<file path="src/sv/btseq_pkg.sv">
// ----------------------------------------------------------------------------
// btseq_pkg
// Shared types and constants of the Bluetooth link set-up sequencer.
// ----------------------------------------------------------------------------
package btseq_pkg;

    localparam int LINE_KEEP = 3;
    localparam int LEN_W     = $clog2(LINE_KEEP + 1);
    localparam int IDX_W     = (LINE_KEEP > 1) ? $clog2(LINE_KEEP) : 1;
    localparam int TIME_W    = 16;
    localparam int CFG_W     = 16;
    localparam int QUEUE_DEPTH = 2;
    localparam int QPTR_W    = $clog2(QUEUE_DEPTH);
    localparam int QCNT_W    = $clog2(QUEUE_DEPTH + 1);

    localparam logic [TIME_W-1:0] STATUS_PERIOD_RESET = TIME_W'(100);
    localparam logic [TIME_W-1:0] PAIR_PERIOD_RESET   = TIME_W'(500);
    localparam logic [TIME_W-1:0] TIME_MAX            = '1;

    localparam logic [7:0] CH_CR  = 8'h0D;
    localparam logic [7:0] CH_LF  = 8'h0A;
    localparam logic [7:0] CH_M   = 8'h4D;
    localparam logic [7:0] CH_G   = 8'h47;
    localparam logic [7:0] CH_I   = 8'h49;
    localparam logic [7:0] CH_V   = 8'h56;
    localparam logic [7:0] CH_A   = 8'h41;
    localparam logic [7:0] CH_ONE = 8'h31;
    localparam logic [7:0] CH_TWO = 8'h32;

    typedef enum logic [1:0] {
        OP_TICK    = 2'd0,
        OP_RX      = 2'd1,
        OP_RESTART = 2'd2,
        OP_NOP     = 2'd3
    } t_op;

    typedef enum logic [1:0] {
        CMD_NONE   = 2'd0,
        CMD_STATUS = 2'd1,
        CMD_DISC   = 2'd2,
        CMD_PAIR   = 2'd3
    } t_cmd;

    typedef enum logic [1:0] {
        LS_SEARCH     = 2'd0,
        LS_CONNECTING = 2'd1,
        LS_CONNECTED  = 2'd2,
        LS_ERROR      = 2'd3
    } t_link;

    typedef enum logic [0:0] {
        CFG_STATUS_PERIOD = 1'b0,
        CFG_PAIR_PERIOD   = 1'b1
    } t_cfg_idx;

    typedef enum logic [3:0] {
        EV_TICK    = 4'b0001,
        EV_CHAR    = 4'b0010,
        EV_LF      = 4'b0100,
        EV_RESTART = 4'b1000
    } t_ev_kind;

    typedef enum logic [3:0] {
        PH_STATUS = 4'b0001,
        PH_DISC   = 4'b0010,
        PH_PAIR   = 4'b0100,
        PH_DONE   = 4'b1000
    } t_phase;

    typedef struct packed {
        t_ev_kind   kind;
        logic [7:0] data;
    } t_event;

endpackage

</file>
<file path="src/sv/btseq_front.sv">
// ----------------------------------------------------------------------------
// btseq_front
// Accepts input items, classifies them and queues the events; drops CR and NOP.
// ----------------------------------------------------------------------------
module btseq_front (
    input  logic                   i_clk,
    input  logic                   i_rst_n,
    input  logic                   i_valid,
    output logic                   o_ready,
    input  logic [1:0]             i_operation,
    input  logic [7:0]             i_rx_byte,
    output logic                   o_ev_valid,
    output btseq_pkg::t_event      o_ev,
    input  logic                   i_ev_pop
);

    btseq_pkg::t_event                    r_queue [btseq_pkg::QUEUE_DEPTH];
    logic [btseq_pkg::QPTR_W-1:0]         r_wr_ptr;
    logic [btseq_pkg::QPTR_W-1:0]         r_rd_ptr;
    logic [btseq_pkg::QCNT_W-1:0]         r_count;
    btseq_pkg::t_event                    w_ev;
    logic                                 w_keep;
    logic                                 w_push;

    always_comb begin
        w_ev.data = i_rx_byte;
        w_ev.kind = btseq_pkg::EV_TICK;
        w_keep    = 1'b0;
        unique case (btseq_pkg::t_op'(i_operation))
            btseq_pkg::OP_TICK: begin
                w_ev.kind = btseq_pkg::EV_TICK;
                w_keep    = 1'b1;
            end
            btseq_pkg::OP_RX: begin
                if (i_rx_byte == btseq_pkg::CH_LF) begin
                    w_ev.kind = btseq_pkg::EV_LF;
                    w_keep    = 1'b1;
                end else if (i_rx_byte != btseq_pkg::CH_CR) begin
                    w_ev.kind = btseq_pkg::EV_CHAR;
                    w_keep    = 1'b1;
                end
            end
            btseq_pkg::OP_RESTART: begin
                w_ev.kind = btseq_pkg::EV_RESTART;
                w_keep    = 1'b1;
            end
            default: begin
                w_keep = 1'b0;
            end
        endcase
    end

    assign o_ready    = (r_count != btseq_pkg::QCNT_W'(btseq_pkg::QUEUE_DEPTH));
    assign w_push     = i_valid && o_ready && w_keep;
    assign o_ev_valid = (r_count != '0);
    assign o_ev       = r_queue[r_rd_ptr];

    always_ff @(posedge i_clk) begin
        if (!i_rst_n) begin
            r_wr_ptr <= '0;
            r_rd_ptr <= '0;
            r_count  <= '0;
        end else begin
            if (w_push) begin
                r_wr_ptr <= r_wr_ptr + 1'b1;
            end
            if (i_ev_pop) begin
                r_rd_ptr <= r_rd_ptr + 1'b1;
            end
            if (w_push && !i_ev_pop) begin
                r_count <= r_count + 1'b1;
            end else if (!w_push && i_ev_pop) begin
                r_count <= r_count - 1'b1;
            end
        end
    end

    always_ff @(posedge i_clk) begin
        if (w_push) begin
            r_queue[r_wr_ptr] <= w_ev;
        end
    end

endmodule

</file>
<file path="src/sv/btseq_back.sv">
// ----------------------------------------------------------------------------
// btseq_back
// Executes queued events against the link phase, timer and reply line.
// ----------------------------------------------------------------------------
module btseq_back (
    input  logic                            i_clk,
    input  logic                            i_rst_n,
    input  logic                            i_cfg_we,
    input  logic [0:0]                      i_cfg_index,
    input  logic [btseq_pkg::CFG_W-1:0]     i_cfg_data,
    input  logic                            i_ev_valid,
    input  btseq_pkg::t_event               i_ev,
    output logic                            o_ev_pop,
    output logic                            o_valid,
    input  logic                            i_ready,
    output logic [1:0]                      o_send_command,
    output logic [1:0]                      o_link_status
);

    logic [btseq_pkg::TIME_W-1:0]  r_status_period;
    logic [btseq_pkg::TIME_W-1:0]  r_pair_period;
    btseq_pkg::t_phase             r_phase;
    btseq_pkg::t_phase             n_phase;
    logic [btseq_pkg::TIME_W-1:0]  r_elapsed;
    logic [btseq_pkg::TIME_W-1:0]  n_elapsed;
    logic [btseq_pkg::LEN_W-1:0]   r_len;
    logic [btseq_pkg::LEN_W-1:0]   n_len;
    logic                          r_discard;
    logic                          n_discard;
    logic [7:0]                    r_chars [btseq_pkg::LINE_KEEP];
    logic                          w_store;
    logic                          r_out_valid;
    logic                          n_out_valid;
    logic [1:0]                    r_cmd;
    logic [1:0]                    n_cmd;
    logic [1:0]                    r_status;
    logic [1:0]                    n_status;
    logic                          w_emit;
    logic [btseq_pkg::TIME_W-1:0]  w_inc;
    logic [btseq_pkg::TIME_W-1:0]  w_period;
    btseq_pkg::t_cmd               w_tick_cmd;
    logic [7:0]                    w_c0;
    logic [7:0]                    w_c1;
    logic [7:0]                    w_c2;
    btseq_pkg::t_phase             w_j_phase;
    logic                          w_j_clear;
    btseq_pkg::t_link              w_j_status;
    logic                          w_live;

    assign o_ev_pop = i_ev_valid && (!r_out_valid || i_ready);

    assign w_c0 = (r_len > btseq_pkg::LEN_W'(0)) ? r_chars[0] : 8'h00;
    assign w_c1 = (r_len > btseq_pkg::LEN_W'(1)) ? r_chars[1] : 8'h00;
    assign w_c2 = (r_len > btseq_pkg::LEN_W'(2)) ? r_chars[2] : 8'h00;

    always_comb begin
        w_j_phase  = r_phase;
        w_j_clear  = 1'b0;
        w_j_status = btseq_pkg::LS_SEARCH;
        unique case (r_phase)
            btseq_pkg::PH_STATUS: begin
                if (w_c0 == btseq_pkg::CH_M && w_c1 == btseq_pkg::CH_G &&
                    (w_c2 == btseq_pkg::CH_ONE || w_c2 == btseq_pkg::CH_TWO)) begin
                    w_j_phase = btseq_pkg::PH_PAIR;
                    w_j_clear = 1'b1;
                end else if ((w_c0 == btseq_pkg::CH_M && w_c1 == btseq_pkg::CH_G &&
                              w_c2 > btseq_pkg::CH_TWO) ||
                             (w_c0 == btseq_pkg::CH_I && w_c1 == btseq_pkg::CH_V)) begin
                    w_j_phase = btseq_pkg::PH_DISC;
                    w_j_clear = 1'b1;
                end else begin
                    w_j_status = btseq_pkg::LS_ERROR;
                end
            end
            btseq_pkg::PH_DISC: begin
                if (w_c0 == btseq_pkg::CH_I && w_c1 == btseq_pkg::CH_A) begin
                    w_j_phase = btseq_pkg::PH_PAIR;
                    w_j_clear = 1'b1;
                end else begin
                    w_j_status = btseq_pkg::LS_ERROR;
                end
            end
            default: begin
                if (w_c0 == btseq_pkg::CH_I && w_c1 == btseq_pkg::CH_I) begin
                    w_j_status = btseq_pkg::LS_SEARCH;
                end else if (w_c0 == btseq_pkg::CH_I && w_c1 == btseq_pkg::CH_V) begin
                    w_j_phase  = btseq_pkg::PH_DONE;
                    w_j_clear  = 1'b1;
                    w_j_status = btseq_pkg::LS_CONNECTED;
                end else begin
                    w_j_status = btseq_pkg::LS_ERROR;
                end
            end
        endcase
    end

    assign w_inc = (r_elapsed == btseq_pkg::TIME_MAX) ? r_elapsed : r_elapsed + 1'b1;

    always_comb begin
        unique case (r_phase)
            btseq_pkg::PH_PAIR: begin
                w_period   = r_pair_period;
                w_tick_cmd = btseq_pkg::CMD_PAIR;
            end
            btseq_pkg::PH_DISC: begin
                w_period   = r_status_period;
                w_tick_cmd = btseq_pkg::CMD_DISC;
            end
            default: begin
                w_period   = r_status_period;
                w_tick_cmd = btseq_pkg::CMD_STATUS;
            end
        endcase
    end

    assign w_live = !r_discard && (r_phase != btseq_pkg::PH_DONE);

    always_comb begin
        n_phase   = r_phase;
        n_elapsed = r_elapsed;
        n_len     = r_len;
        n_discard = r_discard;
        w_store   = 1'b0;
        w_emit    = 1'b0;
        n_cmd     = r_cmd;
        n_status  = r_status;
        if (o_ev_pop) begin
            unique case (i_ev.kind)
                btseq_pkg::EV_TICK: begin
                    if (r_phase != btseq_pkg::PH_DONE) begin
                        if (w_inc >= w_period) begin
                            n_elapsed = '0;
                            n_discard = 1'b0;
                            w_emit    = 1'b1;
                            n_cmd     = w_tick_cmd;
                            n_status  = btseq_pkg::LS_SEARCH;
                        end else begin
                            n_elapsed = w_inc;
                        end
                    end
                end
                btseq_pkg::EV_CHAR: begin
                    if (w_live && r_len < btseq_pkg::LEN_W'(btseq_pkg::LINE_KEEP)) begin
                        w_store = 1'b1;
                        n_len   = r_len + 1'b1;
                    end
                end
                btseq_pkg::EV_LF: begin
                    if (w_live && r_len != '0) begin
                        n_phase   = w_j_phase;
                        if (w_j_clear) begin
                            n_elapsed = '0;
                        end
                        n_len     = '0;
                        n_discard = 1'b1;
                        w_emit    = 1'b1;
                        n_cmd     = btseq_pkg::CMD_NONE;
                        n_status  = w_j_status;
                    end
                end
                default: begin
                    n_phase   = btseq_pkg::PH_STATUS;
                    n_elapsed = '0;
                    n_len     = '0;
                    n_discard = 1'b0;
                end
            endcase
        end
    end

    always_comb begin
        if (w_emit) begin
            n_out_valid = 1'b1;
        end else if (i_ready) begin
            n_out_valid = 1'b0;
        end else begin
            n_out_valid = r_out_valid;
        end
    end

    always_ff @(posedge i_clk) begin
        if (!i_rst_n) begin
            r_status_period <= btseq_pkg::STATUS_PERIOD_RESET;
            r_pair_period   <= btseq_pkg::PAIR_PERIOD_RESET;
            r_phase         <= btseq_pkg::PH_STATUS;
            r_elapsed       <= '0;
            r_len           <= '0;
            r_discard       <= 1'b0;
            r_out_valid     <= 1'b0;
        end else begin
            if (i_cfg_we) begin
                unique case (btseq_pkg::t_cfg_idx'(i_cfg_index))
                    btseq_pkg::CFG_STATUS_PERIOD: r_status_period <= i_cfg_data;
                    default:                      r_pair_period   <= i_cfg_data;
                endcase
            end
            r_phase     <= n_phase;
            r_elapsed   <= n_elapsed;
            r_len       <= n_len;
            r_discard   <= n_discard;
            r_out_valid <= n_out_valid;
        end
    end

    always_ff @(posedge i_clk) begin
        r_cmd    <= n_cmd;
        r_status <= n_status;
        if (w_store) begin
            r_chars[r_len[btseq_pkg::IDX_W-1:0]] <= i_ev.data;
        end
    end

    assign o_valid        = r_out_valid;
    assign o_send_command = r_cmd;
    assign o_link_status  = r_status;

endmodule

</file>
<file path="src/sv/bt_module_connect_sequencer_top.sv">
// ----------------------------------------------------------------------------
// bt_module_connect_sequencer_top
// Link set-up sequencer for a serial Bluetooth module.
// ----------------------------------------------------------------------------
// The block takes one request per clock cycle while o_ready is high:
// millisecond ticks, received bytes and restart requests. An accepted
// request is written into the two-entry event queue; at its head the back
// end evaluates timer, line store and reply decode in a single step and
// registers any result, which sets the sustained rate of one request per
// cycle while results are taken. A stalled result holds the back end, and
// once the queue holds two requests the input stalls as well. The user must
// write period registers only while the block is idle, which is not enforced.
module bt_module_connect_sequencer_top (
    input  logic                            i_clk,
    input  logic                            i_rst_n,
    input  logic                            i_cfg_we,
    input  logic [0:0]                      i_cfg_index,
    input  logic [btseq_pkg::CFG_W-1:0]     i_cfg_data,
    input  logic                            i_valid,
    output logic                            o_ready,
    input  logic [1:0]                      i_operation,
    input  logic [7:0]                      i_rx_byte,
    output logic                            o_valid,
    input  logic                            i_ready,
    output logic [1:0]                      o_send_command,
    output logic [1:0]                      o_link_status
);

    logic              w_ev_valid;
    btseq_pkg::t_event w_ev;
    logic              w_ev_pop;

    btseq_front u_front (
        .i_clk       (i_clk),
        .i_rst_n     (i_rst_n),
        .i_valid     (i_valid),
        .o_ready     (o_ready),
        .i_operation (i_operation),
        .i_rx_byte   (i_rx_byte),
        .o_ev_valid  (w_ev_valid),
        .o_ev        (w_ev),
        .i_ev_pop    (w_ev_pop)
    );

    btseq_back u_back (
        .i_clk          (i_clk),
        .i_rst_n        (i_rst_n),
        .i_cfg_we       (i_cfg_we),
        .i_cfg_index    (i_cfg_index),
        .i_cfg_data     (i_cfg_data),
        .i_ev_valid     (w_ev_valid),
        .i_ev           (w_ev),
        .o_ev_pop       (w_ev_pop),
        .o_valid        (o_valid),
        .i_ready        (i_ready),
        .o_send_command (o_send_command),
        .o_link_status  (o_link_status)
    );

endmodule

</file>
<file path="config.mk">
export PLATFORM = sky130hd
export DESIGN_NAME = bt_module_connect_sequencer_top
export DESIGN_NICKNAME = d
export VERILOG_FILES = /design/src/sv/btseq_pkg.sv /design/src/sv/btseq_front.sv /design/src/sv/btseq_back.sv /design/src/sv/bt_module_connect_sequencer_top.sv
export SDC_FILE = /design/constraint.sdc
export NUM_CORES = 1
export LEC_CHECK = 0
export BUFFER_PORTS_ARGS = -buffer_cell sky130_fd_sc_hd__buf_4
export CORE_ASPECT_RATIO = 1.5
export CORE_MARGIN = 3
export CORE_UTILIZATION = 55
export CTS_CLUSTER_SIZE = 14
export DETAILED_ROUTE_END_ITERATION = 16
export GPL_TIMING_DRIVEN = 0
export PLACE_DENSITY = 0.76
export SLEW_MARGIN = 30
export SYNTH_ARGS = -nofsm -noshare
export SYNTH_HDL_FRONTEND = slang
export SYNTH_SLANG_ARGS = --single-unit
</file>
<file path="constraint.sdc">
create_clock -name i_clk -period 3.18 [get_ports i_clk]
set_input_delay 0.318 -clock i_clk [delete_from_list [all_inputs] [get_ports i_clk]]
set_output_delay 0.318 -clock i_clk [all_outputs]
set_load 0.05 [all_outputs]
</file>
Word-level counts from Yosys, hierarchy flattened
Memory sizes are Yosys's and may differ from the RTL's. A register that Yosys moved wholly into a read port is not among the register bits.
Index checks and enable logic that the tools add are counted.
{"block": "op_classes", "muxes": 69, "n_eq_ne": 30, "bitwise_logic": 4, "n_reduce_logical": 36, "add_sub_neg": 6, "magnitude_cmp": 6}
{"cell": "two-way mux 16 bit", "count": 6}
{"cell": "== test 8 x 7 -> 1 bit, second input constant", "count": 6}
{"cell": "case mux 16 bit (3 select lines)", "count": 1}
{"cell": "two-way mux 2 bit", "count": 14}
{"cell": "two-way mux 4 bit", "count": 7}
{"cell": "two-way mux 1 bit", "count": 26}
{"cell": "two-way mux 8 bit", "count": 3}
{"cell": "case mux 4 bit (2 select lines)", "count": 3}
{"cell": "adder 16 x 1 -> 16 bit, second input constant", "count": 1}
{"cell": "== test 16 bit, second input constant", "count": 1}
{"cell": "== test 8 x 6 -> 1 bit, second input constant", "count": 2}
{"cell": ">= comparator 16 bit", "count": 1}
{"cell": "case mux 2 bit (2 select lines)", "count": 4}
{"cell": "AND reduction 5 bit", "count": 3}
{"cell": "logical AND 1 bit", "count": 14}
{"cell": "!= test 2 x 1 -> 1 bit, second input constant", "count": 5}
{"cell": "nonzero test 2 bit", "count": 5}
{"cell": "== test 4 x 1 -> 1 bit, second input constant", "count": 2}
{"cell": "== test 4 x 2 -> 1 bit, second input constant", "count": 2}
{"cell": "== test 4 x 3 -> 1 bit, second input constant", "count": 2}
{"cell": "== test 8 x 4 -> 1 bit, second input constant", "count": 1}
{"cell": "> comparator 8 x 6 -> 1 bit, second input constant", "count": 1}
{"cell": "!= test 4 bit, second input constant", "count": 2}
{"cell": "!= test 8 x 4 -> 1 bit, second input constant", "count": 1}
{"cell": "other kinds (23)", "count": 38}
{"block": "totals", "mem_count": 2, "in_bits": 32, "output_inout_bits": 6, "regBits": 64, "word_cells": 165, "mem_bits_rw": 48}
{"memory": "u_back.r_chars", "depth": 3, "width": 8, "rd": 3, "rd_clocked_by_memory_dff": 0, "write_ports": 1, "line_no": "btseq_back.sv:30", "rtl": "logic [7:0] r_chars [btseq_pkg::LINE_KEEP];"}
{"memory": "u_front.r_queue", "depth": 2, "width": 12, "rd": 1, "rd_clocked_by_memory_dff": 1, "write_ports": 1, "line_no": "btseq_front.sv:17", "rtl": "btseq_pkg::t_event r_queue [btseq_pkg::QUEUE_DEPTH];"}

Logic depth before layout (Yosys ltp)
Gate-level depths: netlist of the first run.
{"block": "logic_depth", "word_depth": 12, "mapped_depth": 15, "depth_no_buf": 14}

Cells and area by module
From an unflattened synthesis of the first run, not the netlist that was laid out.
{"block": "unflattened", "cells_unflattened": 546, "hier_area_um2": 5466.5}
{"mod": "btseq_back", "seq_area_each_um2": 1961.9, "area_per_inst_um2": 4270.3, "instances": 1, "cells_each": 467}
{"mod": "btseq_front", "seq_area_each_um2": 820.8, "area_per_inst_um2": 1196.1, "instances": 1, "cells_each": 79}

Worst setup path after synthesis of the first run
OpenSTA, ideal clock, no wires.
{"block": "synth_timing", "path_type": "reg2reg", "start": "register u_back.r_elapsed[6] (netlist bit)", "end": "register u_back.r_elapsed[9] (netlist bit)", "period_less_slack_ns": 3.342, "t_arrival_ns": 3.263, "required_time_ns": 3.101, "setup_time_ns": 0.079, "slack_ns": -0.162, "path_stages_with_launch": 14, "path_buffers": 1, "cell_sequence": "dfxtp_1 > clkbuf_2 > nand3_1 > or4_1 > o21ai_0 > or2_2 > xnor2_1 > ha_1 > a211oi_1 > nand3_1 > a41oi_1 > o211ai_1 > or4_1 > o211ai_1"}
{"block": "synth_via", "elab_chain_cells": 6, "word_cells_on_any_way": 7, "cone_classes": "add/sub (1); order compare (1); eq/ne (1); mux (4)"}
{"item": "start: declaration", "line_no": "btseq_back.sv:24", "rtl": "logic [btseq_pkg::TIME_W-1:0] r_elapsed;"}
{"item": "start signal: assignment", "line_no": "btseq_back.sv:198", "rtl": "r_elapsed <= n_elapsed;"}
{"item": "adder 16 x 1 -> 16 bit or == test 16 bit (tied branches)", "line_no": "btseq_back.sv:97", "rtl": "assign w_inc = (r_elapsed == btseq_pkg::TIME_MAX) ? r_elapsed : r_elapsed + 1'b1;"}
{"item": "two-way mux 16 bit *", "line_no": "btseq_back.sv:97"}
{"item": ">= comparator 16 bit", "line_no": "btseq_back.sv:131", "rtl": "if (w_inc >= w_period) begin"}
{"item": "two-way mux 16 bit *", "line_no": "btseq_back.sv:131"}
{"item": "two-way mux 16 bit *", "line_no": "btseq_back.sv:130", "rtl": "if (r_phase != btseq_pkg::PH_DONE) begin"}
{"item": "case mux 16 bit (3 select lines) *", "line_no": "btseq_back.sv:128", "rtl": "unique case (i_ev.kind)"}
Every way passes the cells marked *; elsewhere a longest branch is shown, timed or not. The select of a mux whose other input is x is not followed.
A chain may end at the register's enable or synchronous reset.

Final worst setup path of the first run
{"block": "layout_timing", "start": "register u_back.r_elapsed[2] (netlist bit)", "end": "register u_back.r_elapsed[11] (netlist bit)"}
The elaborated chain is that of the path after synthesis.

==> results of run 1 <==
==> cells by family after synthesis <==
logic type      share of synthesized area (%)
compound gates                          13.62
xor+xnor                                2.273
fa+ha+maj                               5.845
buf+inv                                 2.684
flops                                   48.15
mux                                     5.391
simple gates                            22.04
==> power by group <==
group          total, µW  internal (µW)  switching (µW)
clock network       2010           1320             692
logic                712            271             442
registers           1680           1620            59.7
total               4410           3210            1190
==> through the flow <==
step / hold slack, ps / worst slack (ps) / total power, µW / cell area (µm²) / util (%)
6_report: 93.97 / -174.7 / 4405 / 7302 / 71.65
5_1_grt: 81.70 / -319.0 / 4558 / 7302 / 71.65
4_1_cts: 80.43 / -74.13 / 4411 / 7129 / 69.96
3_5_place_dp: 447.2 / -846.1 / 2392 / 6238 / 61.22
3_3_place_gp: 439.8 / -820.5 / 2361 / 6236 / 61.19
2_1_floorplan: 416.9 / 8.905 / 2190 / 5789 / -
==> worst min path at each step <==
stage,to,slack (ps),cells after the start
after floorplan,u_front.r_queue[0][0],420,0
after detailed placement,u_back.r_status_period[8],450,2
after global routing,u_front.r_queue[1][5],80,1
after CTS,u_front.r_queue[0][6],80,1
after global placement,u_back.r_pair_period[0],440,2
final,u_front.r_queue[1][5],90,1
==> synth_stat cells, types with 4 or more instances <==
library cell	count	share of area (%)
ha_1	27	5.8
nand2_1	97	6.3
o211ai_1	13	1.7
nand2b_1	10	1.1
nand3_1	32	2.8
or2_2	4	0.43
clkbuf_1	16	1.0
nand3b_1	7	0.91
xnor2_1	10	1.5
o22ai_1	7	0.76
and2_1	8	0.87
nand4_1	7	0.76
edfxtp_1	52	27
inv_1	18	1.2
or3b_2	4	0.61
dfxtp_1	61	21
or4b_1	4	0.69
nor4_1	7	0.76
mux2_2	9	1.8
nor2_1	37	2.4
or4_1	7	0.91
nor2b_1	5	0.54
mux2i_1	21	3.6
a41oi_1	6	0.91
a21oi_1	38	3.3
nor3_1	5	0.43
xor2_1	5	0.76
o21ai_0	14	1.2
==> layout make-up <==
class	instances	area [µm²]
clock inverters	15	207.7
flip-flops and latches	113	2818
well taps	141	176.4
repair buffers	60	454.2
multi-input cells	433	3057
fillers	718	2889
plain buffers	21	96.34
clock buffers	17	425.4
inverters	18	67.56
==> sequential cells by signal, indices dropped and copies added (netlist names), 2 cells and up, named ones only <==
| name | cells |
|---|---|
| u_back.o_link_status | 2 |
| u_back.r_phase | 4 |
| u_back.r_chars | 24 |
| u_back.o_send_command | 2 |
| u_back.r_status_period | 16 |
| u_front.r_count | 2 |
| u_back.r_pair_period | 16 |
| u_front.r_queue | 24 |
| u_back.r_elapsed | 16 |
| u_back.r_len | 2 |
==> layout by cell type, fill, tap and decap left out, drive strengths merged, types with 4 or more instances in the layout <==
master,count
a21oi,38
a41oi,6
and2,8
buf,67
bufinv,4
clkbuf,31
clkinv,9
dfxtp,61
edfxtp,52
ha,27
inv,20
mux2,9
mux2i,21
nand2,97
nand2b,10
nand3,33
nand3b,7
nand4,7
nor2,38
nor2b,5
nor3,5
nor4,8
o211ai,13
o21ai,15
o22ai,8
or2,4
or3b,4
or4,7
or4b,6
xnor2,10
xor2,5
==> routing by layer <==
metal  global-route usage [%]  up-vias
met5                        0        -
met4                    13.08        0
met3                    4.831       51
met2                    45.44      186
met1                    25.11     2321
li1                         -     2315
==> repair_timing <==
item                                    in CTS  in global routing
hold buffers                                 0                  0
endpoints found under the setup margin      22                 22
setup buffers                               11                 13
resized for setup                           41                 27
pin swaps                                   19                 21
==> worst reg2reg max path, delay by kind of cell (launching register included) <==
| kind | cells | cell delay [ps] |
|---|---|---|
| fa+ha+maj | 1 | 300 |
| xor+xnor | 1 | 140 |
| compound gates | 5 | 1160 |
| flops | 1 | 380 |
| simple gates | 5 | 1090 |
| buf+inv | 1 | 150 |
==> impl_metrics.csv, run 1 <==
group,metric,value,unit
status,outcome,"finished, violations left",
status,violations,"setup timing",
min_path,hp-class,"input pin to flip-flop",
yosys,synth_nets,645,
route,first_pass_iters,5,
setup_path,cp.depth,13,
sta,fmax,298.1,MHz
sta,relSlewSlack,53.36,%
clocking,cts_num_sinks,113,
route,drt.antenna.violating_nets,0,
placement,gp_congestion,0.9035,
setup_path,cp.arrival,3640,ps
setup_path,slowest_stage,"or4_4",
sta,rsz0062_at_grt,"yes",
route,routed_wl,14640,µm
floorplanning,dieArea,11800,µm²
setup_path,cp.required,3470,ps
cells_and_area,syn_to_final_growth,26.35,%
sta,fin_skew,8.052,ps
global_routing,grt_start_max_net_pins,17,
floorplanning,die_x,89.70,µm
yosys,syn_inst,586,
setup_path,startpoint,"u_back.r_elapsed[2]",
route,highest_layer,"met4",
yosys,synth-edff-count,52,
flow_run,cap_violations,0,
floorplanning,rows,45,
setup_path,crit_fanout,8,
sta,setup_violations,19,
clocking,htreeDepth,4,
setup_path,path_class,"flip-flop to flip-flop",
cells_and_area,drive_above_1_share,24.52,%
yosys,ys_types,66,
route,detailroute.via_count,4873,
setup_path,crit_buf_inv,1,
route,wl_met3,681,µm
floorplanning,pin_count,38,
yosys,async_reset_ff_share,0,%
setup_path,endpoint,"u_back.r_elapsed[11]",
sta,period_needed,3355,ps
power,powerDensity,603.3,nW/µm²
yosys,syn_area_per_cell,9.862,µm²
power,cellLeakagePower,0.002690,µW
cells_and_area,finish.net_count,723,
sta,finalCritPeriodShare,105.5,%
setup_path,crit_path_end_kind,"flip-flop",
setup_path,start_kind,"flip-flop",
global_routing,grt_usage,24.84,%
sta,finalHoldViolations,0,
yosys,syn_area,5779,µm²
floorplanning,die_y,131.5,µm
setup_path,r2r_start,"u_back.r_elapsed[2]",
route,routedLengthMet1,5141,µm
yosys,synth_seq_cells,113,
clocking,numCtsBuffers,17,
floorplanning,coreArea,10190,µm²
route,first_iter_violations,290,
placement,io_buffers,36,
setup_path,cp_top_family,"compound AO/OA/AOI/OAI gates",
setup_path,worstRegToRegCells,13,
sta,tightest_slew,689.9,ps
cells_and_area,antennaDiodeCount,0,
sta,fin_tns_setup,-1309,ps
setup_path,r2r_end,"u_back.r_elapsed[11]",
placement,hpwl,9912,µm
clocking,clk_path_buf_depth,2,
clocking,clkLatencyLatePin,420,ps
global_routing,grt_pass1_vias,4797,
global_routing,grt_pass1_wl,22430,µm
min_path,hp-start,"i_rx_byte[5]",
route,vias_per_cell,5.957,
clocking,clkTransAtPathRegs,60,ps
setup_path,cpPeakStageDelay,590,ps
route,wl_met2,8251,µm
setup_path,crit_chain,"nand3_4, or4_4, o21ai_4, or2_2, xnor2_2, ha_1, a211oi_2, nand3_1, a41oi_2, o211a_1, buf_4, nand2_2, o32ai_1",
setup_path,regToRegSetupSlack,-170,ps
yosys,ys.warnings.count,0,
global_routing,gr-total-overflow,0,
route,route.detailed.drc,0,
clocking,tritoncts,"yes",
yosys,ys_seq_area_share,48.15,%
floorplanning,start_util,56.71,%
yosys,ys.flop_type,"dfxtp_1",
clocking,ctsRootBufferMaster,"clkbuf_16",
sta,finalWorstSetupSlack,-174.7,ps
route,avgRoutedWirePerCell,17.90,µm
sta,drv_slew,0,
cells_and_area,layoutNonFillerInstCount,818,
power,peakVddDrop,0.0006510,V
global_routing,antenna_found_initial,0,
placement,dp.cells,763,
(Power assumes the default switching activity.)
==> run 2, diff against run 1 <==
ABC_AREA = 1   (was default)
==> impl_metrics.csv, run 2 <==
group,metric,value,unit
status,outcome,"complete, no violations",
floorplanning,die_x,92.69,µm
global_routing,grt_pass1_vias,5245,
clocking,numCtsBuffers,17,
yosys,ys.flop_type,"dfxtp_1",
setup_path,r2r_end,"u_back.o_send_command[1]",
cells_and_area,final_common_cell,"nand2_1",
route,avgRoutedWirePerCell,15.29,µm
clocking,cts_hold_buf,0,
yosys,synth_nets,838,
yosys,post_synth_and_or_nand_nor_area_fraction,29.59,%
floorplanning,coreArea,10760,µm²
sta,finalCritPeriodShare,97.30,%
setup_path,r2r_start,"u_back.r_elapsed[0]",
yosys,ys_types,44,
sta,setup_violations,0,
floorplanning,start_util,57.60,%
global_routing,grt_pass1_wl,23920,µm
global_routing,antenna_found_initial,0,
setup_path,regToRegSetupSlack,90,ps
clocking,tritoncts,"yes",
setup_path,worstRegToRegCells,21,
cells_and_area,final_cell_mix,"138 x nand2_1, 137 x nor2_1, 87 x inv_1",
global_routing,gr-total-overflow,0,
sta,relSlewSlack,56.73,%
setup_path,start_kind,"flip-flop",
cells_and_area,utilization,69.10,%
sta,tightest_slew,648.3,ps
yosys,ys_seq_area_share,44.88,%
placement,io_buffers,36,
yosys,yosysTopAreaCell,"edfxtp_1",
placement,gp_congestion,0.9196,
sta,period_needed,3094,ps
yosys,syn_area,6200,µm²
power,powerDensity,859.9,nW/µm²
cells_and_area,layoutNonFillerInstCount,994,
route,first_pass_iters,8,
cells_and_area,finish.net_count,896,
route,routed_wl,15200,µm
placement,hpwl,11060,µm
min_path,hp-class,"input pin to flip-flop",
clocking,clkTransAtPathRegs,50,ps
setup_path,crit_fanout,10,
sta,fin_skew,7.980,ps
sta,finalWorstSetupSlack,85.77,ps
route,first_iter_violations,228,
floorplanning,die_y,136.0,µm
power,peakVddDrop,0.0005612,V
route,detailroute.via_count,5366,
setup_path,cp.arrival,3270,ps
sta,drv_slew,0,
placement,dp.cells,959,
route,route.detailed.drc,0,
yosys,synth_top_area_share,25.19,%
setup_path,crit_path_end_kind,"flip-flop",
yosys,synth_seq_cells,113,
global_routing,grt_usage,24.49,%
sta,finalHoldViolations,0,
cells_and_area,drive_above_1_share,19.06,%
floorplanning,dieArea,12610,µm²
clocking,htreeDepth,4,
clocking,cts_num_sinks,113,
route,vias_per_cell,5.398,
setup_path,path_class,"flip-flop to flip-flop",
floorplanning,rows,46,
min_path,hp-start,"i_rx_byte[4]",
placement,dp_slack,-468.0,ps
yosys,synthAdderAreaFrac,5.449,%
yosys,syn_area_per_cell,7.959,µm²
floorplanning,pin_count,38,
yosys,synthTopCellsByArea,"edfxtp_1 25%, dfxtp_1 20%, nand2_1 9.0%",
route,drt.antenna.violating_nets,0,
min_path,hold_path_end,"u_front.r_queue[0][4]",
yosys,syn_inst,779,
setup_path,cp.required,3350,ps
cells_and_area,antennaDiodeCount,0,
clocking,clkLatencyLatePin,410,ps
yosys,ys.warnings.count,0,
yosys,synth_top_family_by_area,"simple AND/OR/NAND/NOR gates",
clocking,ctsRootBufferMaster,"clkbuf_16",
min_path,whs_path_depth,1,
yosys,synthMuxAreaShare,3.875,%
clocking,clk_path_buf_depth,2,
yosys,async_reset_ff_share,0,%
yosys,synth_most_common_cell,"nand2_1",
yosys,ys_top_cells_by_count,"149 x nand2_1, 142 x nor2_1, 89 x inv_1, 61 x dfxtp_1, 53 x nand3_1",
flow_run,cap_violations,0,
cells_and_area,syn_to_final_growth,19.96,%
yosys,synth_compound_area_share,7.205,%
global_routing,grt_start_max_net_pins,17,
yosys,synth-edff-count,52,
yosys,synthXorXnorAreaFrac,1.130,%
sta,fmax,323.2,MHz
power,cellLeakagePower,0.003404,µW
## run 2: cell count changes in the layout (fill, tap and decap cells not counted), moves of 9 or more
| cell | change |
|---|---|
| dfxtp_1 | +10 |
| nor2_1 | +102 |
| nand2_2 | +16 |
| nand2_1 | +42 |
| o21ai_0 | +31 |
| inv_2 | +13 |
| inv_1 | +69 |
| nand3_1 | +23 |
| nand2b_1 | -10 |
| a21oi_1 | -16 |
| o211ai_1 | -11 |
| xnor2_1 | -9 |
| buf_4 | -19 |
| nand4_1 | +15 |
## run 2: worst max path at each step
stage | startpoint | to | slack, ps | cells after the start
4_1_cts | u_back.r_phase[0] | u_back.o_send_command[0] | 6 | 15
5_1_grt | u_back.r_elapsed[1] | u_back.o_send_command[0] | -60 | 21
3_3_place_gp | u_back.r_phase[0] | u_back.o_link_status[0] | -410 | 15
2_1_floorplan | u_back.r_elapsed[1] | u_back.r_elapsed[10] | 390 | 20
6_report | u_back.r_elapsed[0] | u_back.o_send_command[1] | 90 | 21
3_5_place_dp | u_back.r_phase[0] | u_back.o_link_status[1] | -470 | 15
## run 2: repair_timing
action | in CTS | in global routing
endpoints found under the setup margin | 22 | 22
gates resized for setup | 12 | 43
pin swaps | 0 | 9
buffers inserted | 0 | 3
## run 2: kinds of logic after synthesis
kind of cell / Yosys count
AND/OR/NAND/NOR: 405
XOR/XNOR: 8
AO/OA/AOI/OAI: 82
flip-flops: 113
buffers and inverters: 121
adder cells (fa/ha/maj): 27
multiplexers: 23
## run 2: per-stage QoR
step | total power [µW] | hold slack, ps | instance area (µm²) | setup TNS, ps
after detailed placement | 4316 | 454.3 | 6650 | -8259
after floorplan | 3742 | 416.9 | 6200 | 0
after global routing | 6772 | 93.40 | 7437 | -261.7
final | 6395 | 100.8 | 7437 | 0
after CTS | 6223 | 90.87 | 7268 | 0
after global placement | 4213 | 435.7 | 6650 | -6688
## run 2: area by class of cell
cell class              instances  area, µm²
fillers                       841       3326
repair buffers                 39      292.8
inverters                     100      375.4
clock inverters                11      101.3
flip-flops and latches        113       2790
clock buffers                  21      474.2
plain buffers                  21      128.9
well taps                     144      180.2
multi-input cells             545       3094
## run 2: worst max-delay path: stages (launching register included)
cell      delay [ps]
dfxtp_4          370
ha_4             140
nand2_2           70
inv_2             80
nand2_2           80
nor2_4           170
nand2_4           80
nor2_4           190
inv_2             50
buf_4            180
nand2_2           90
ha_1             270
a21oi_2          150
nor2_1            50
o21bai_1         130
nand2_1          120
a21oi_4          210
nand2_1           80
nand2_1           60
nand2_1           60
nand2_2          140
inv_2             80
## run 2: layer usage
layer | wire length, µm | up-vias | GRT usage, %
li1 | - | 2666 | -
met1 | 5303 | 2493 | 23.33
met2 | 8726 | 154 | 48.36
met3 | 491 | 53 | 3.599
met4 | 678 | 0 | 14.51
met5 | 0 | - | 0
## run 2: power by group
part	total [µW]	switching (µW)	internal, µW
Combinational	2590	1660	925
Sequential	1980	189	1790
Clock	1830	677	1150
Total	6400	2530	3870
==> run 3, diff against run 2 <==
CORE_MARGIN = 5   (was 3)
RECOVER_POWER = 50   (was default)
==> impl_metrics.csv, run 3 (same netlist as run 2, synthesis figures left out) <==
group,metric,value,unit
route,detailroute.via_count,5316,
flow_run,cap_violations,0,
placement,io_buffers,36,
power,total_power,6291,µW
placement,hpwl,10970,µm
sta,finalWorstSetupSlack,112.4,ps
power,peakVddDrop,0.0005461,V
cells_and_area,antennaDiodeCount,0,
floorplanning,coreArea,11060,µm²
setup_path,cp.arrival,3230,ps
cells_and_area,final_common_cell,"nand2_1",
setup_path,cp.required,3350,ps
global_routing,antenna_found_initial,0,
global_routing,grt_usage,21.17,%
route,first_pass_iters,7,
power,p_sw_share,38.28,%
clocking,numCtsBuffers,17,
cells_and_area,drive_above_1_share,15.46,%
global_routing,gr-total-overflow,0,
floorplanning,die_x,96.69,µm
clocking,cts_num_sinks,113,
sta,fin_tns_setup,0,ps
clocking,clk_path_buf_depth,2,
power,intPower,3883,µW
global_routing,grt_pass1_vias,5113,
global_routing,grt_start_max_net_pins,17,
sta,drv_slew,0,
floorplanning,start_util,56.08,%
clocking,tritoncts,"yes",
setup_path,worstRegToRegCells,21,
placement,dp.cells,962,
route,first_iter_violations,307,
cells_and_area,syn_to_final_growth,18.51,%
route,routed_wl,14530,µm
placement,dp_slack,-476.0,ps
power,switchingPower,2409,µW
setup_path,start_kind,"flip-flop",
sta,period_needed,3068,ps
route,avgRoutedWirePerCell,14.51,µm
clocking,htreeDepth,4,
clocking,ctsRootBufferMaster,"clkbuf_16",
clocking,clkTransAtPathRegs,50,ps
route,vias_per_cell,5.311,
min_path,whs_path_depth,3,
route,drt.antenna.violating_nets,0,
floorplanning,die_y,140.0,µm
cells_and_area,finish.net_count,900,
power,cellLeakagePower,0.003334,µW
power,powerDensity,856.3,nW/µm²
global_routing,grt_pass1_wl,22920,µm
power,pwr-share-comb,39.2,%
setup_path,crit_fanout,10,
sta,finalHoldViolations,0,
floorplanning,pin_count,38,
min_path,hp-class,"input pin to flip-flop",
cells_and_area,layoutNonFillerInstCount,1001,
sta,finalCritPeriodShare,96.47,%
status,outcome,"complete, no violations",
power,pwr-share-seq,31.3,%
sta,fmax,326.0,MHz
power,clkPwrFrac,29.5,%
cells_and_area,utilization,66.46,%
floorplanning,dieArea,13540,µm²
setup_path,path_class,"flip-flop to flip-flop",
sta,relSlewSlack,50.66,%
sta,setup_violations,0,
floorplanning,rows,47,
placement,gp_congestion,0.9493,
sta,tightest_slew,740.1,ps
route,route.detailed.drc,0,
clocking,clkLatencyLatePin,410,ps
setup_path,crit_path_end_kind,"flip-flop",
cells_and_area,final_cell_mix,"143 x nand2_1, 139 x nor2_1, 87 x inv_1",
sta,fin_skew,11.04,ps
clocking,cts_hold_buf,0,
-- run 3: changes by cell type in the layout (fill, tap and decap cells not counted), moves of 3 or more --
cell	delta
clkbuf_1	+19
buf_4	-11
nand2_2	-4
mux2_1	+8
mux2_2	-8
clkinv_2	+3
nand2_1	+5
-- run 3: timing repair --
action / 4_1_cts / 5_1_grt
endpoints found under the setup margin: 22 / 22
resized for setup: 11 / 27
setup buffers: 1 / 6
pin swaps: 2 / 8
-- run 3: critical path, stage by stage (launching register included) --
cell and delay, ps:
dfxtp_2 360, ha_4 140, nand2_2 70, inv_2 70
nand2_1 90, nor2_2 180, nand2_2 110, nor2_4 170
inv_2 50, buf_4 170, nand2_1 120, ha_1 260
a21oi_2 120, nor2_1 50, o21bai_1 140, nand2_1 110
a21oi_4 200, nand2_1 80, nand2_1 70, nand2_1 60
nand2_2 130, inv_2 70
-- run 3: per-layer routing --
metal | global-route usage [%] | routed length (µm) | vias to the layer above
met1 | 20.24 | 5248 | 2463
met3 | 3.731 | 399 | 56
met4 | 14.35 | 750 | 0
met2 | 40.47 | 8130 | 120
li1 | - | - | 2677
met5 | 0 | 0 | -
-- run 3: power by group through the flow --
stage | Sequential, µW | Combinational [µW] | Clock (µW)
3_3_place_gp | 1970 | 2220 | 0
6_report | 1970 | 2470 | 1850
2_1_floorplan | 1960 | 1780 | 0
4_1_cts | 1960 | 2390 | 1870
3_5_place_dp | 1980 | 2310 | 0
5_1_grt | 1990 | 2780 | 1950
-- run 3: final cells by class --
cell class / count / area (µm²)
fill: 925 / 3709
multi-input combinational: 545 / 3039
sequential: 113 / 2785
clock buffer: 22 / 475.5
inverter: 100 / 375.4
timing repair buffer: 43 / 270.3
tap: 147 / 183.9
buffer: 21 / 111.4
clock inverter: 10 / 106.4
-- run 3: final timing paths --
path | start | slack, ps | to
max | u_back.r_elapsed[1] | 110 | u_back.o_link_status[0]
min | i_cfg_data[7] | 120 | u_back.r_pair_period[7]
max reg2reg | u_back.r_elapsed[1] | 110 | u_back.o_link_status[0]
min reg2reg | u_back.r_pair_period[0] | 450 | u_back.r_pair_period[0]
-- run 3: stage by stage --
stage | hold slack (ps) | cell area [µm²]
2_1_floorplan | 416.9 | 6200
3_3_place_gp | 435.9 | 6654
3_5_place_dp | 448.5 | 6654
4_1_cts | 86.74 | 7279
5_1_grt | 128.2 | 7347
6_report | 123.4 | 7347
